**src/sv/i2cm_pkg.sv**
```systemverilog
// shared types and constants for the i2c eeprom transaction master
// request, response and configuration structs, phase encoding, register codes
// no dependencies
`default_nettype none

package i2cm_pkg;

   localparam int CSR_INDEX_W = 2;
   localparam int CSR_DATA_W  = 16;

   localparam logic [CSR_INDEX_W-1:0] CSR_DEVICE_SELECT  = 2'd0;
   localparam logic [CSR_INDEX_W-1:0] CSR_ACK_WAIT_LIMIT = 2'd1;
   localparam logic [CSR_INDEX_W-1:0] CSR_GAP_TICKS      = 2'd2;

   localparam logic [6:0]  DEVICE_SELECT_RESET  = 7'd80;
   localparam logic [15:0] ACK_WAIT_LIMIT_RESET = 16'd60000;
   localparam logic [15:0] GAP_TICKS_RESET      = 16'd4400;

   localparam logic [2:0] HDR_CTRL   = 3'd0;
   localparam logic [2:0] HDR_ADDR   = 3'd1;
   localparam logic [2:0] HDR_RSTART = 3'd2;
   localparam logic [2:0] HDR_RCTRL  = 3'd3;
   localparam logic [2:0] HDR_DATA   = 3'd4;

   localparam logic [3:0] BIT_LAST = 4'd15;

   typedef enum logic [10:0] {
      PH_IDLE     = 11'b000_0000_0001,
      PH_GAP      = 11'b000_0000_0010,
      PH_START    = 11'b000_0000_0100,
      PH_WBITS    = 11'b000_0000_1000,
      PH_WTAIL    = 11'b000_0001_0000,
      PH_ACK_LOW  = 11'b000_0010_0000,
      PH_ACK_POLL = 11'b000_0100_0000,
      PH_ACK_END  = 11'b000_1000_0000,
      PH_RBITS    = 11'b001_0000_0000,
      PH_MACK     = 11'b010_0000_0000,
      PH_STOP     = 11'b100_0000_0000
   } phase_type;

   typedef struct packed {
      logic       command_start;
      logic [1:0] op;
      logic [7:0] word_address;
      logic [7:0] byte_count;
      logic [7:0] data_byte;
      logic       sda_sample;
   } req_type;

   typedef struct packed {
      logic       scl_level;
      logic       sda_level;
      logic       busy_res;
      logic       byte_taken;
      logic [7:0] read_data;
      logic       read_valid;
      logic       read_last;
      logic       ack_missing;
   } rsp_type;

   typedef struct packed {
      logic [6:0]  device_select;
      logic [15:0] ack_wait_limit;
      logic [15:0] gap_ticks;
   } cfg_type;

endpackage

`default_nettype wire

```
**src/sv/i2cm_csr.sv**
```systemverilog
// configuration registers of the i2c eeprom transaction master
// depends on i2cm_pkg for the register codes and the cfg struct
`default_nettype none

module i2cm_csr (
   input  wire                                 clock,
   input  wire                                 reset,
   input  wire                                 csr_valid,
   output logic                                csr_ready,
   input  wire  [i2cm_pkg::CSR_INDEX_W-1:0]    csr_index,
   input  wire  [i2cm_pkg::CSR_DATA_W-1:0]     csr_data,
   output i2cm_pkg::cfg_type                   cfg
);
   import i2cm_pkg::*;

   cfg_type cfg_ff, cfg_in;

   assign csr_ready = 1'b1;
   assign cfg       = cfg_ff;

   always_comb begin
      cfg_in = cfg_ff;
      if (csr_valid) begin
         unique case (csr_index)
            CSR_DEVICE_SELECT:  cfg_in.device_select  = csr_data[6:0];
            CSR_ACK_WAIT_LIMIT: cfg_in.ack_wait_limit = csr_data;
            CSR_GAP_TICKS:      cfg_in.gap_ticks      = csr_data;
            default:            cfg_in = cfg_ff;
         endcase
      end
   end

   always_ff @(posedge clock) begin
      if (reset) begin
         cfg_ff.device_select  <= DEVICE_SELECT_RESET;
         cfg_ff.ack_wait_limit <= ACK_WAIT_LIMIT_RESET;
         cfg_ff.gap_ticks      <= GAP_TICKS_RESET;
      end else begin
         cfg_ff <= cfg_in;
      end
   end

endmodule

`default_nettype wire

```
**src/sv/i2cm_engine.sv**
```systemverilog
// bus phase sequencer: one tick request in, one line-drive response out
// holds the transaction state; depends on i2cm_pkg
`default_nettype none

module i2cm_engine (
   input  wire                     clock,
   input  wire                     reset,
   input  wire                     step,
   input  wire i2cm_pkg::req_type  tick,
   input  wire i2cm_pkg::cfg_type  cfg,
   output i2cm_pkg::rsp_type       result
);
   import i2cm_pkg::*;

   phase_type  phase_ff, phase_in;
   logic [3:0]  bit_counter_ff, bit_counter_in;
   logic [7:0]  shift_reg_ff, shift_reg_in;
   logic [7:0]  bytes_left_ff, bytes_left_in;
   logic [15:0] wait_counter_ff, wait_counter_in;
   logic [1:0]  latched_op_ff, latched_op_in;
   logic [7:0]  latched_address_ff, latched_address_in;
   logic [2:0]  header_step_ff, header_step_in;
   logic        ackbit;
   logic [7:0]  rx_shift;

   always_comb begin
      phase_in           = phase_ff;
      bit_counter_in     = bit_counter_ff;
      shift_reg_in       = shift_reg_ff;
      bytes_left_in      = bytes_left_ff;
      wait_counter_in    = wait_counter_ff;
      latched_op_in      = latched_op_ff;
      latched_address_in = latched_address_ff;
      header_step_in     = header_step_ff;
      ackbit             = (bytes_left_ff == 8'd0);
      rx_shift           = {shift_reg_ff[6:0], tick.sda_sample};

      result             = '0;
      result.scl_level   = 1'b1;
      result.sda_level   = 1'b1;
      result.busy_res    = 1'b1;

      unique case (phase_ff)
         PH_IDLE: begin
            result.busy_res = 1'b0;
            if (tick.command_start) begin
               result.busy_res    = 1'b1;
               latched_op_in      = tick.op;
               latched_address_in = tick.word_address;
               bytes_left_in      = tick.op[1] ? tick.byte_count : 8'd1;
               header_step_in     = HDR_CTRL;
               wait_counter_in    = cfg.gap_ticks;
               phase_in           = PH_GAP;
            end
         end
         PH_GAP: begin
            if (wait_counter_ff == 16'd0) begin
               phase_in       = PH_START;
               bit_counter_in = 4'd0;
            end else begin
               wait_counter_in = wait_counter_ff - 16'd1;
            end
         end
         PH_START: begin
            priority if (bit_counter_ff == 4'd0) begin
               bit_counter_in = 4'd1;
            end else if (bit_counter_ff == 4'd1) begin
               result.sda_level = 1'b0;
               bit_counter_in   = 4'd2;
            end else begin
               result.scl_level = 1'b0;
               result.sda_level = 1'b0;
               if (header_step_ff == HDR_CTRL) begin
                  shift_reg_in = {cfg.device_select, 1'b0};
               end else begin
                  shift_reg_in   = {cfg.device_select, 1'b1};
                  header_step_in = HDR_RCTRL;
               end
               bit_counter_in = 4'd0;
               phase_in       = PH_WBITS;
            end
         end
         PH_WBITS: begin
            result.sda_level = shift_reg_ff[7];
            result.scl_level = bit_counter_ff[0];
            if (bit_counter_ff == BIT_LAST) begin
               phase_in = PH_WTAIL;
            end else begin
               if (bit_counter_ff[0]) shift_reg_in = {shift_reg_ff[6:0], 1'b0};
               bit_counter_in = bit_counter_ff + 4'd1;
            end
         end
         PH_WTAIL: begin
            result.scl_level = 1'b0;
            result.sda_level = shift_reg_ff[7];
            phase_in         = PH_ACK_LOW;
         end
         PH_ACK_LOW: begin
            result.scl_level = 1'b0;
            wait_counter_in  = 16'd0;
            phase_in         = PH_ACK_POLL;
         end
         PH_ACK_POLL: begin
            priority if (!tick.sda_sample) begin
               phase_in = PH_ACK_END;
            end else if (wait_counter_ff >= cfg.ack_wait_limit) begin
               result.ack_missing = 1'b1;
               phase_in           = PH_ACK_END;
            end else begin
               wait_counter_in = wait_counter_ff + 16'd1;
            end
         end
         PH_ACK_END: begin
            result.scl_level = 1'b0;
            phase_in         = PH_STOP;
            bit_counter_in   = 4'd0;
            priority if (header_step_ff == HDR_CTRL) begin
               shift_reg_in   = latched_address_ff;
               header_step_in = HDR_ADDR;
               phase_in       = PH_WBITS;
            end else if (header_step_ff == HDR_ADDR && latched_op_ff[0]) begin
               header_step_in = HDR_RSTART;
               phase_in       = PH_START;
            end else if (header_step_ff == HDR_RCTRL) begin
               if (bytes_left_ff != 8'd0) begin
                  shift_reg_in = 8'd0;
                  phase_in     = PH_RBITS;
               end
            end else if (header_step_ff == HDR_ADDR || header_step_ff == HDR_DATA) begin
               if (bytes_left_ff != 8'd0) begin
                  shift_reg_in      = tick.data_byte;
                  result.byte_taken = 1'b1;
                  bytes_left_in     = bytes_left_ff - 8'd1;
                  header_step_in    = HDR_DATA;
                  phase_in          = PH_WBITS;
               end
            end else begin
               phase_in = PH_STOP;
            end
         end
         PH_RBITS: begin
            result.scl_level = bit_counter_ff[0];
            if (bit_counter_ff[0]) shift_reg_in = rx_shift;
            if (bit_counter_ff == BIT_LAST) begin
               result.read_data  = rx_shift;
               result.read_valid = 1'b1;
               result.read_last  = (bytes_left_ff <= 8'd1);
               if (bytes_left_ff != 8'd0) bytes_left_in = bytes_left_ff - 8'd1;
               bit_counter_in = 4'd0;
               phase_in       = PH_MACK;
            end else begin
               bit_counter_in = bit_counter_ff + 4'd1;
            end
         end
         PH_MACK: begin
            priority if (bit_counter_ff == 4'd0) begin
               result.scl_level = 1'b0;
               bit_counter_in   = 4'd1;
            end else if (bit_counter_ff == 4'd1) begin
               result.scl_level = 1'b0;
               result.sda_level = ackbit;
               bit_counter_in   = 4'd2;
            end else if (bit_counter_ff == 4'd2) begin
               result.sda_level = ackbit;
               bit_counter_in   = 4'd3;
            end else begin
               result.scl_level = 1'b0;
               result.sda_level = ackbit;
               bit_counter_in   = 4'd0;
               phase_in         = ackbit ? PH_STOP : PH_RBITS;
            end
         end
         PH_STOP: begin
            priority if (bit_counter_ff == 4'd0) begin
               result.scl_level = 1'b0;
               bit_counter_in   = 4'd1;
            end else if (bit_counter_ff == 4'd1) begin
               result.scl_level = 1'b0;
               result.sda_level = 1'b0;
               bit_counter_in   = 4'd2;
            end else if (bit_counter_ff == 4'd2) begin
               result.sda_level = 1'b0;
               bit_counter_in   = 4'd3;
            end else begin
               bit_counter_in = 4'd0;
               phase_in       = PH_IDLE;
            end
         end
         default: begin
            result.busy_res = 1'b0;
            phase_in        = PH_IDLE;
            bit_counter_in  = 4'd0;
         end
      endcase
   end

   always_ff @(posedge clock) begin
      if (reset) begin
         phase_ff           <= PH_IDLE;
         bit_counter_ff     <= '0;
         shift_reg_ff       <= '0;
         bytes_left_ff      <= '0;
         wait_counter_ff    <= '0;
         latched_op_ff      <= '0;
         latched_address_ff <= '0;
         header_step_ff     <= HDR_CTRL;
      end else if (step) begin
         phase_ff           <= phase_in;
         bit_counter_ff     <= bit_counter_in;
         shift_reg_ff       <= shift_reg_in;
         bytes_left_ff      <= bytes_left_in;
         wait_counter_ff    <= wait_counter_in;
         latched_op_ff      <= latched_op_in;
         latched_address_ff <= latched_address_in;
         header_step_ff     <= header_step_in;
      end
   end

endmodule

`default_nettype wire

```
**src/sv/i2c_eeprom_transaction_master_unit.sv**
```systemverilog
// top level of the i2c eeprom transaction master
// input register, phase sequencer, response register and configuration registers
// depends on i2cm_pkg, i2cm_csr, i2cm_engine
//
// Each request is one bus tick: the command fields, the next write byte and the
// sampled SDA level. Each request yields exactly one response with the SCL/SDA
// drive levels and the busy, byte_taken, read and ack_missing flags of that tick.
// A request is taken at a clock edge where req_valid is high and req_stall low;
// a response is taken where rsp_valid is high and rsp_stall low.
// A request passes through the input register, then through the sequencer into the
// response register. Throughput is one request per clock while rsp_stall does not hold
// the response, set by the single sequencer step between those registers.
// When rsp_stall holds the response, one more request waits in the input register;
// only then does req_stall rise, and it follows rsp_stall in the same cycle.
// The csr port is always ready and writes device_select, ack_wait_limit and
// gap_ticks by index; write it only while no transaction is running.
// Synchronous reset empties both registers, returns the sequencer to idle and
// loads the register defaults (device 80, ack limit 60000, gap 4400).
`default_nettype none

module i2c_eeprom_transaction_master_unit (
   input  wire                                 clock,
   input  wire                                 reset,
   input  wire                                 req_valid,
   output logic                                req_stall,
   input  wire i2cm_pkg::req_type              req_data,
   output logic                                rsp_valid,
   input  wire                                 rsp_stall,
   output i2cm_pkg::rsp_type                   rsp_data,
   input  wire                                 csr_valid,
   output logic                                csr_ready,
   input  wire  [i2cm_pkg::CSR_INDEX_W-1:0]    csr_index,
   input  wire  [i2cm_pkg::CSR_DATA_W-1:0]     csr_data
);
   import i2cm_pkg::*;

   cfg_type cfg;
   req_type in_data_ff;
   logic    in_valid_ff, in_valid_in;
   rsp_type out_data_ff;
   logic    out_valid_ff, out_valid_in;
   rsp_type step_result;
   logic    advance;

   assign advance   = in_valid_ff && (!out_valid_ff || !rsp_stall);
   assign req_stall = in_valid_ff && !advance;
   assign rsp_valid = out_valid_ff;
   assign rsp_data  = out_data_ff;

   always_comb begin
      in_valid_in = req_stall ? in_valid_ff : req_valid;
      out_valid_in = advance ? 1'b1 : (out_valid_ff && rsp_stall);
   end

   i2cm_csr u_csr (
      .clock     (clock),
      .reset     (reset),
      .csr_valid (csr_valid),
      .csr_ready (csr_ready),
      .csr_index (csr_index),
      .csr_data  (csr_data),
      .cfg       (cfg)
   );

   i2cm_engine u_engine (
      .clock  (clock),
      .reset  (reset),
      .step   (advance),
      .tick   (in_data_ff),
      .cfg    (cfg),
      .result (step_result)
   );

   always_ff @(posedge clock) begin
      if (reset) begin
         in_valid_ff  <= 1'b0;
         out_valid_ff <= 1'b0;
      end else begin
         in_valid_ff  <= in_valid_in;
         out_valid_ff <= out_valid_in;
      end
   end

   always_ff @(posedge clock) begin
      if (req_valid && !req_stall) in_data_ff <= req_data;
      if (advance) out_data_ff <= step_result;
   end

   // stall only when both registers are full and the output is held
   a_stall_cause: assert property (@(posedge clock) disable iff (reset)
      req_stall |-> (out_valid_ff && rsp_stall && in_valid_ff))
      else $error("request stalled without a held response");

   a_read_busy: assert property (@(posedge clock) disable iff (reset)
      (rsp_valid && (rsp_data.read_valid || rsp_data.byte_taken)) |-> rsp_data.busy_res)
      else $error("data event outside a transaction");

   a_last_with_valid: assert property (@(posedge clock) disable iff (reset)
      (rsp_valid && rsp_data.read_last) |-> rsp_data.read_valid)
      else $error("read_last without read_valid");

   a_missing_scl_high: assert property (@(posedge clock) disable iff (reset)
      (rsp_valid && rsp_data.ack_missing) |-> (rsp_data.scl_level && !rsp_data.byte_taken))
      else $error("ack timeout outside a poll tick");

   a_reset_empty: assert property (@(posedge clock)
      reset |=> (!rsp_valid && !req_stall))
      else $error("pipeline not empty after reset");

endmodule

`default_nettype wire

```
**config.mk**
```make
export PLATFORM = sky130hd
export DESIGN_NAME = i2c_eeprom_transaction_master_unit
export DESIGN_NICKNAME = d
export VERILOG_FILES = /design/src/sv/i2cm_pkg.sv /design/src/sv/i2cm_csr.sv /design/src/sv/i2cm_engine.sv /design/src/sv/i2c_eeprom_transaction_master_unit.sv
export SDC_FILE = /design/constraint.sdc
export NUM_CORES = 1
export LEC_CHECK = 0
export ABC_AREA = 0
export BUFFER_PORTS_ARGS = -buffer_cell sky130_fd_sc_hd__buf_4
export CAP_MARGIN = 30
export CORE_ASPECT_RATIO = 1.1
export CORE_MARGIN = 5
export CORE_UTILIZATION = 40
export DETAILED_ROUTE_END_ITERATION = 7
export HOLD_SLACK_MARGIN = 0.12
export MAX_ROUTING_LAYER = met4
export PLACE_DENSITY_LB_ADDON = 0.2
export SYNTH_ARGS = -nofsm -noshare
export SYNTH_HDL_FRONTEND = slang
export SYNTH_SLANG_ARGS = --single-unit
```
**constraint.sdc**
```tcl
create_clock -name clock -period 5.5 [get_ports clock]
set_clock_uncertainty 0.2 [all_clocks]
set_input_delay 0.55 -clock clock [delete_from_list [all_inputs] [get_ports clock]]
set_output_delay 0.55 -clock clock [all_outputs]
set_load 0.05 [all_outputs]
```
==> summary.md, run 1 <==
| Metric | Value |
|---|---|
| Commonest cells after routing, fill and taps aside | 100 x dfxtp_1, 98 x nor2_1, 76 x nand2_1 |
| RSZ-0062 raised after global routing | false |
| DP Wirelength | 14.3 mm |
| Clock Sinks | 143 |
| Avg Inst Size Synth | 9.05 µm² |
| Final setup fails | 0 |
| Pwr dens | 300 mW/mm² |
| Synth warn | 0 |
| Relative slew slack | 0.334 |
| Yosys top cell by area | dfxtp_1 |
| Outcome | completed |
| Pin count of the biggest net entering global routing | 58 |
| Minimum clock period | 4.32 ns |
| Die span in y | 158 µm |
| Post-CTS setup buffers | 0 |
| Standard-cell rows | 54 |
| Total CTS buffers | 17 |
| Core area | 0.0197 mm² |
| Most common cell after layout, fill and taps aside | dfxtp_1 |
| Post-synth EDFFs | 43 |
| CTS Buffer Depth | 2 |
| Clock-pin slew on the worst setup and hold paths | 0.07 ns |
| Crit Path Class | reg -> reg |
| Fmax achieved | 231 MHz |
| Layout area overhead | 19.8% |
| Mapped Cells | 875 |
| Antenna violations before repair | 1 |
| Mapped Nets | 966 |
| Setup WS pre-CTS | 1.24 ns |
| Post-CTS resize count | 0 |
| Slew @ Worst Pin | 0.997 ns |
| Initial Utilization | 0.403 |
| First-pass GRT wire length | 33.2 mm |
| Ys async rst share | 0 |
| Crit path DAT | 4.43 ns |
| Crit path buffers/inverters | 2 |
| Setup_tns | 0 ns |
| Crit path cell chain | nor4_2 > nand2_1 > nor3_1 > buf_4 > inv_1 > fa_1 > a21o_1 > a221oi_1 > o21ai_0 > a221oi_1 > mux2i_1 > a2111oi_0 > nor2_1 |
| Share of the synthesized area in the top cell type | 0.253 |
| Synthesized flop and latch total | 143 |
| Post-Syn Area | 0.00792 mm² |
| Max-slew violation count | 0 |
| Critical path's largest stage delay | 0.56 ns |
| Register area share after synthesis | 0.416 |
| Hold buffers post-CTS | 28 |
| Post-layout worst setup margin | 1.18 ns |
| Fin. Hold Viols | 0 |
| Distinct cells, synth | 78 |
| Ports | 69 |
| CTS HTree Levels | 4 |
| Initial DRC count | 393 |
| DR vias | 6565 |
| Leak | 3.73 nW |
| Top cell by count, worst path | a221oi_1 |
| Critical path required time | 5.60 ns |
| Worst vdd ir | 225 µV |
| Clock root buffer | clkbuf_16 |
| Final Net Count | 1036 |
| Post-Route Utilization | 0.483 |
| DIE AREA | 0.0227 mm² |
| CTS tree | yes |
| Routed WL per cell | 16.8 µm |
| Setup crit end kind | flip-flop |
| Number of global-route vias before repair | 6381 |
| Max_cap viols | 0 |
| Top FF cell, synth | dfxtp_1 |
| Remaining DRCs | 0 |
| Global route total overflow | 0 |
| Top cells by area, synth | dfxtp_1 25%, edfxtp_1 16%, ha_1 6.2%, nor2_1 4.6%, a21oi_1 3.7% |
| CP top delay family | compound AO/OA/AOI/OAI gates |
| Peak fanout along the critical path | 18 |
| Buffers on Ports | 67 |
| Worst-Skew Late Latency | 0.42 ns |
| GR Util All Layers | 0.190 |
| Vias per cell | 5.42 |
| Critical Path Source Type | flip-flop |
| GPL Wtd Cong | 0.877 |
| Die W | 144 µm |
| Min-Delay Path Class | in -> reg |
| Fill count | 1883 |
| TritonRoute pass-1 iters | 7 |
| Slowest cell on the critical path | fa_1 |
| Crit share post-route | 0.786 |
| Share of layout cells above drive strength 1 | 0.143 |
| Total Power | 2.84 mW |
| Post-DRT Antenna Nets | 0 |
| Final wirelength | 20.3 mm |
==> cell type report <==
type / count / area (µm²) / area share
Timing Repair Buffer: 105 / 866 / 0.0913
Inverter: 34 / 128 / 0.0135
Sequential cell: 143 / 3290 / 0.347
Clock inverter: 13 / 166 / 0.0175
Tap cell: 252 / 315 / 0.0332
Multi-Input combinational cell: 644 / 4260 / 0.449
Antenna cell: 1 / 2.50 / 0.000264
Clock buffer: 19 / 454 / 0.0479
==> metrics by stage <==
stage          hold slack [ns]  std cells  cell area (µm²)
6_report                 0.140       1211             9490
5_1_grt                  0.130       1211             9490
4_1_cts                  0.126       1210             9490
3_5_place_dp             0.249       1150             8580
3_3_place_gp             0.245       1148             8560
2_1_floorplan            0.234        875             7920
==> synthesized netlist by cell type, types with 19 or more instances <==
master    instances
dfxtp_1         100
nor2_1           98
nand2_1          76
a21oi_1          58
edfxtp_1         43
ha_1             39
o21ai_0          37
clkbuf_1         35
inv_1            34
mux2i_1          29
nand2b_1         21
and3_1           20
nor3_1           19
==> per-layer routing <==
layer	GRT usage	vias to the layer above	routed length [µm]
li1	-	3344	-
met1	0.249	3061	9750
met2	0.300	137	9520
met3	0.0378	23	747
met4	0.0524	0	286
met5	-	-	0
==> kinds of logic after synthesis <==
group,count (synthesis),synth area share
simple gates,346,0.228
compound gates,215,0.193
flops,143,0.416
buf+inv,88,0.0480
fa+ha+maj,40,0.0641
mux,29,0.0366
xor+xnor,13,0.0144
other cells,1,0.000473
==> worst paths after layout <==
path	startpoint	end	slack (ns)	depth (start not counted)
max	u_engine.phase_ff[0]	u_engine.wait_counter_ff[14]	1.18	13
min	csr_data[9]	u_csr.cfg[25]	0.14	2
max reg2reg	u_engine.phase_ff[0]	u_engine.wait_counter_ff[14]	1.18	13
min reg2reg	u_csr.cfg[1]	u_csr.cfg[1]	0.26	2
==> power by group <==
group          switching (mW)  internal (mW)
Clock                   0.500          0.714
Sequential             0.0446           1.14
Combinational           0.259          0.191
Total                   0.804           2.04
==> state kept, by name (all words and copies together), names as in the netlist <==
| signal | flops |
|---|---|
| u_csr.cfg | 39 |
| in_data_ff | 28 |
| u_engine.wait_counter_ff | 16 |
| rsp_data | 15 |
| u_engine.phase_ff | 11 |
| u_engine.bytes_left_ff | 8 |
| u_engine.latched_address_ff | 8 |
| u_engine.shift_reg_ff | 8 |
| u_engine.bit_counter_ff | 4 |
| u_engine.header_step_ff | 3 |
| in_valid_ff | 1 |
| rsp_valid | 1 |
| u_engine.latched_op_ff | 1 |
Power figures use the tool's default switching activity.
==> run 2: changes to the inputs <==
==> constraint.sdc (replaced) <==
create_clock -name clock -period 3.6 [get_ports clock]
set_clock_uncertainty 0.2 [all_clocks]
set_input_delay 0.36 -clock clock [delete_from_list [all_inputs] [get_ports clock]]
set_output_delay 0.36 -clock clock [all_outputs]
set_load 0.05 [all_outputs]
==> run 2 against run 1 <==
Net effect: sequential power is 52% higher; register-to-register slack worse by 0.96 ns; non-clock buffer count grew 41; largest cell class unchanged; final cell count grew 3.3%; total power rose by 52%; critical path depth decreased by 1; largest power group is now registers; via count increased by 3.6%.
==> summary.md, run 2 (same netlist as run 1, synthesis figures left out) <==
| Metric | Value |
|---|---|
| Crit path cell chain | nor4_2 > nand2_1 > nor3_2 > inv_2 > ha_1 > nand3_1 > o211ai_1 > a31oi_1 > a311oi_1 > and3_1 > nor3_1 > nor4_1 (was nor4_2 > nand2_1 > nor3_1 > buf_4 > inv_1 > fa_1 > a21o_1 > a221oi_1 > o21ai_0 > a221oi_1 > mux2i_1 > a2111oi_0 > nor2_1) |
| Hold Path Sink | u_csr.cfg[20] (was u_csr.cfg[25]) |
| Peak fanout along the critical path | 8 (was 18) |
| GPL Wtd Cong | 0.869 (was 0.877) |
| CP top delay family | simple AND/OR/NAND/NOR gates (was compound AO/OA/AOI/OAI gates) |
| Logic pwr share | 0.174 (was 0.158) |
| Clock-pin slew on the worst setup and hold paths | 0.07 ns (about the same) |
| Core area | 0.0197 mm² (unchanged) |
| N_diodes | 0 (was 1) |
| Outcome | completed (unchanged) |
| Clock Sinks | 143 (unchanged) |
| Antenna violations before repair | 0 (was 1) |
| Setup crit end kind | flip-flop (unchanged) |
| Slew @ Worst Pin | 0.942 ns (was 0.997 ns) |
| Buffers on Ports | 67 (unchanged) |
| Pin count of the biggest net entering global routing | 93 (was 58) |
| CTS tree | yes (unchanged) |
| Final wirelength | 20.8 mm (was 20.3 mm) |
| Ports | 69 (unchanged) |
| Largest register FFs | 39 (unchanged) |
| Final setup fails | 0 (unchanged) |
| Pwr dens | 440 mW/mm² (was 300 mW/mm²) |
| Standard-cell rows | 54 (unchanged) |
| DR vias | 6804 (was 6565) |
| Relative slew slack | 0.372 (was 0.334) |
| Sequential fraction of design power | 0.413 (was 0.415) |
| Vias per cell | 5.44 (was 5.42) |
| Initial DRC count | 456 (was 393) |
| Total CTS buffers | 17 (unchanged) |
| CTS Buffer Depth | 2 (unchanged) |
| Die W | 144 µm (unchanged) |
| Number of global-route vias before repair | 6457 (was 6381) |
| Most common cell after layout, fill and taps aside | dfxtp_1 (unchanged) |
| First-pass GRT wire length | 33.9 mm (was 33.2 mm) |
| DIE AREA | 0.0227 mm² (unchanged) |
| Die span in y | 158 µm (unchanged) |
| Clock root buffer | clkbuf_16 (unchanged) |
| Commonest cells after routing, fill and taps aside | 100 x dfxtp_1, 99 x buf_4, 98 x nor2_1 (was 100 x dfxtp_1, 98 x nor2_1, 76 x nand2_1) |
| Hold Path Cell Cnt | 2 (unchanged) |
| Critical Path Source Type | flip-flop (unchanged) |
| Crit path DAT | 3.51 ns (was 4.43 ns) |
| DP Wirelength | 14.7 mm (was 14.3 mm) |
| Final Non-Filler Cells | 1251 (was 1211) |
| Layout area overhead | 24.3% (was 19.8%) |
| Minimum clock period | 3.38 ns (was 4.32 ns) |
| Routed WL per cell | 16.6 µm (was 16.8 µm) |
| Leak | 3.92 nW (was 3.73 nW) |
| Remaining DRCs | 0 (unchanged) |
| Worst R2R Setup Slack | 0.22 ns (was 1.18 ns) |
| Worst vdd ir | 353 µV (was 225 µV) |
| Worst R2R Start | u_engine.phase_ff[8] (was u_engine.phase_ff[0]) |
| Fmax achieved | 296 MHz (was 231 MHz) |
| Worst-Skew Late Latency | 0.43 ns (was 0.42 ns) |
| Fin. Hold Viols | 0 (unchanged) |
| Critical path required time | 3.73 ns (was 5.60 ns) |
| GR Util All Layers | 0.193 (was 0.190) |
| Reg2Reg Depth | 12 (was 13) |
| Worst r2r dst | u_engine.wait_counter_ff[15] (was u_engine.wait_counter_ff[14]) |
| Share of layout cells above drive strength 1 | 0.164 (was 0.143) |
| Post-DRT Antenna Nets | 0 (unchanged) |
| CTS HTree Levels | 4 (unchanged) |
| Min-Delay Path Class | reg -> reg (was in -> reg) |
| Total Power | 4.33 mW (was 2.84 mW) |
| Slowest cell on the critical path | a311oi_1 (was fa_1) |
| Crit share post-route | 0.940 (was 0.786) |
| Crit Path Class | reg -> reg (unchanged) |
| TritonRoute pass-1 iters | 5 (was 7) |
| HP Start | u_csr.cfg[20] (was csr_data[9]) |
| Post-layout worst setup margin | 0.217 ns (was 1.18 ns) |
| Global route total overflow | 0 (unchanged) |
| Max_cap viols | 0 (unchanged) |
| RSZ-0062 raised after global routing | true (was false) |
| Hold_ws | 0.256 ns (was 0.140 ns) |
| Initial Utilization | 0.403 (unchanged) |
| Setup WS pre-CTS | 0.108 ns (was 1.24 ns) |
| Switching share of total power | 0.305 (was 0.283) |
| Int Pwr | 3.01 mW (was 2.04 mW) |
| Inst Count DP | 1171 (was 1150) |
| Critical path's largest stage delay | 0.50 ns (was 0.56 ns) |
| Switch Pwr | 1.32 mW (was 0.804 mW) |
| Max-slew violation count | 0 (unchanged) |
| Final Net Count | 1077 (was 1036) |
| Clock share of power | 0.413 (was 0.427) |
| Crit path buffers/inverters | 1 (was 2) |
| Post-Route Utilization | 0.501 (was 0.483) |
## run 2: cell types whose count changed in the layout (fill, tap and decap cells not counted), sizes merged, moves of 2 or more
cell         change
buf             +23
dlygate4sd3     +18
clkinv           +4
bufinv           -2
clkbuf           -2
## run 2: worst max-delay path by stage
stage / startpoint / end / slack [ns] / depth (start not counted)
after floorplan: u_engine.phase_ff[8] / u_engine.wait_counter_ff[14] / 0.001 / 13
after CTS: u_engine.phase_ff[8] / u_engine.wait_counter_ff[14] / 0.09 / 13
after global placement: u_engine.phase_ff[8] / u_engine.wait_counter_ff[14] / 0.16 / 13
final: u_engine.phase_ff[8] / u_engine.wait_counter_ff[15] / 0.22 / 12
after detailed placement: u_engine.phase_ff[8] / u_engine.wait_counter_ff[14] / 0.11 / 13
after global routing: u_engine.phase_ff[8] / u_engine.wait_counter_ff[15] / -0.006 / 12
## run 2: final cells by class
cell class	count	area [µm²]
Multi-Input combinational cell	644	4290
Fill cell	1828	9820
Tap cell	252	315
Clock buffer	17	425
Sequential cell	143	3290
Clock inverter	15	180
Inverter	34	128
Timing Repair Buffer	146	1210
## run 2: power by group through the flow
stage                     clock (mW)  combinational (mW)  sequential [mW]
after floorplan                    0               0.492             1.83
after global placement             0               0.696             1.82
after detailed placement           0               0.700             1.82
after CTS                       1.83               0.744             1.79
after global routing            1.90               0.832             1.80
final                           1.79               0.754             1.79
## run 2: metal layers
layer  GRT usage  vias up  wire [µm]
met1       0.252     3206       9690
met3      0.0287       23        680
met4      0.0524        0        298
li1            -     3445          -
met2       0.314      130      10200
met5           -        -          0
## run 2: worst min-delay path, cell delays in order (launching register included)
cell and delay (ns):
dfxtp_1 0.31, nand2_1 0.05, a21oi_1 0.05
## run 2: stage by stage
step	setup TNS, ns	area, µm²
after floorplan	0	7930
after global placement	0	8730
after detailed placement	0	8750
after CTS	0	9810
after global routing	-0.00595	9840
final	0	9840
## run 2: timing repair
action / CTS / global route
setup endpoints to repair: 0 / 4
hold endpoints to repair: 70 / 0
setup buffers: 0 / 2
hold buffers: 46 / 0
resized for setup: 0 / 3
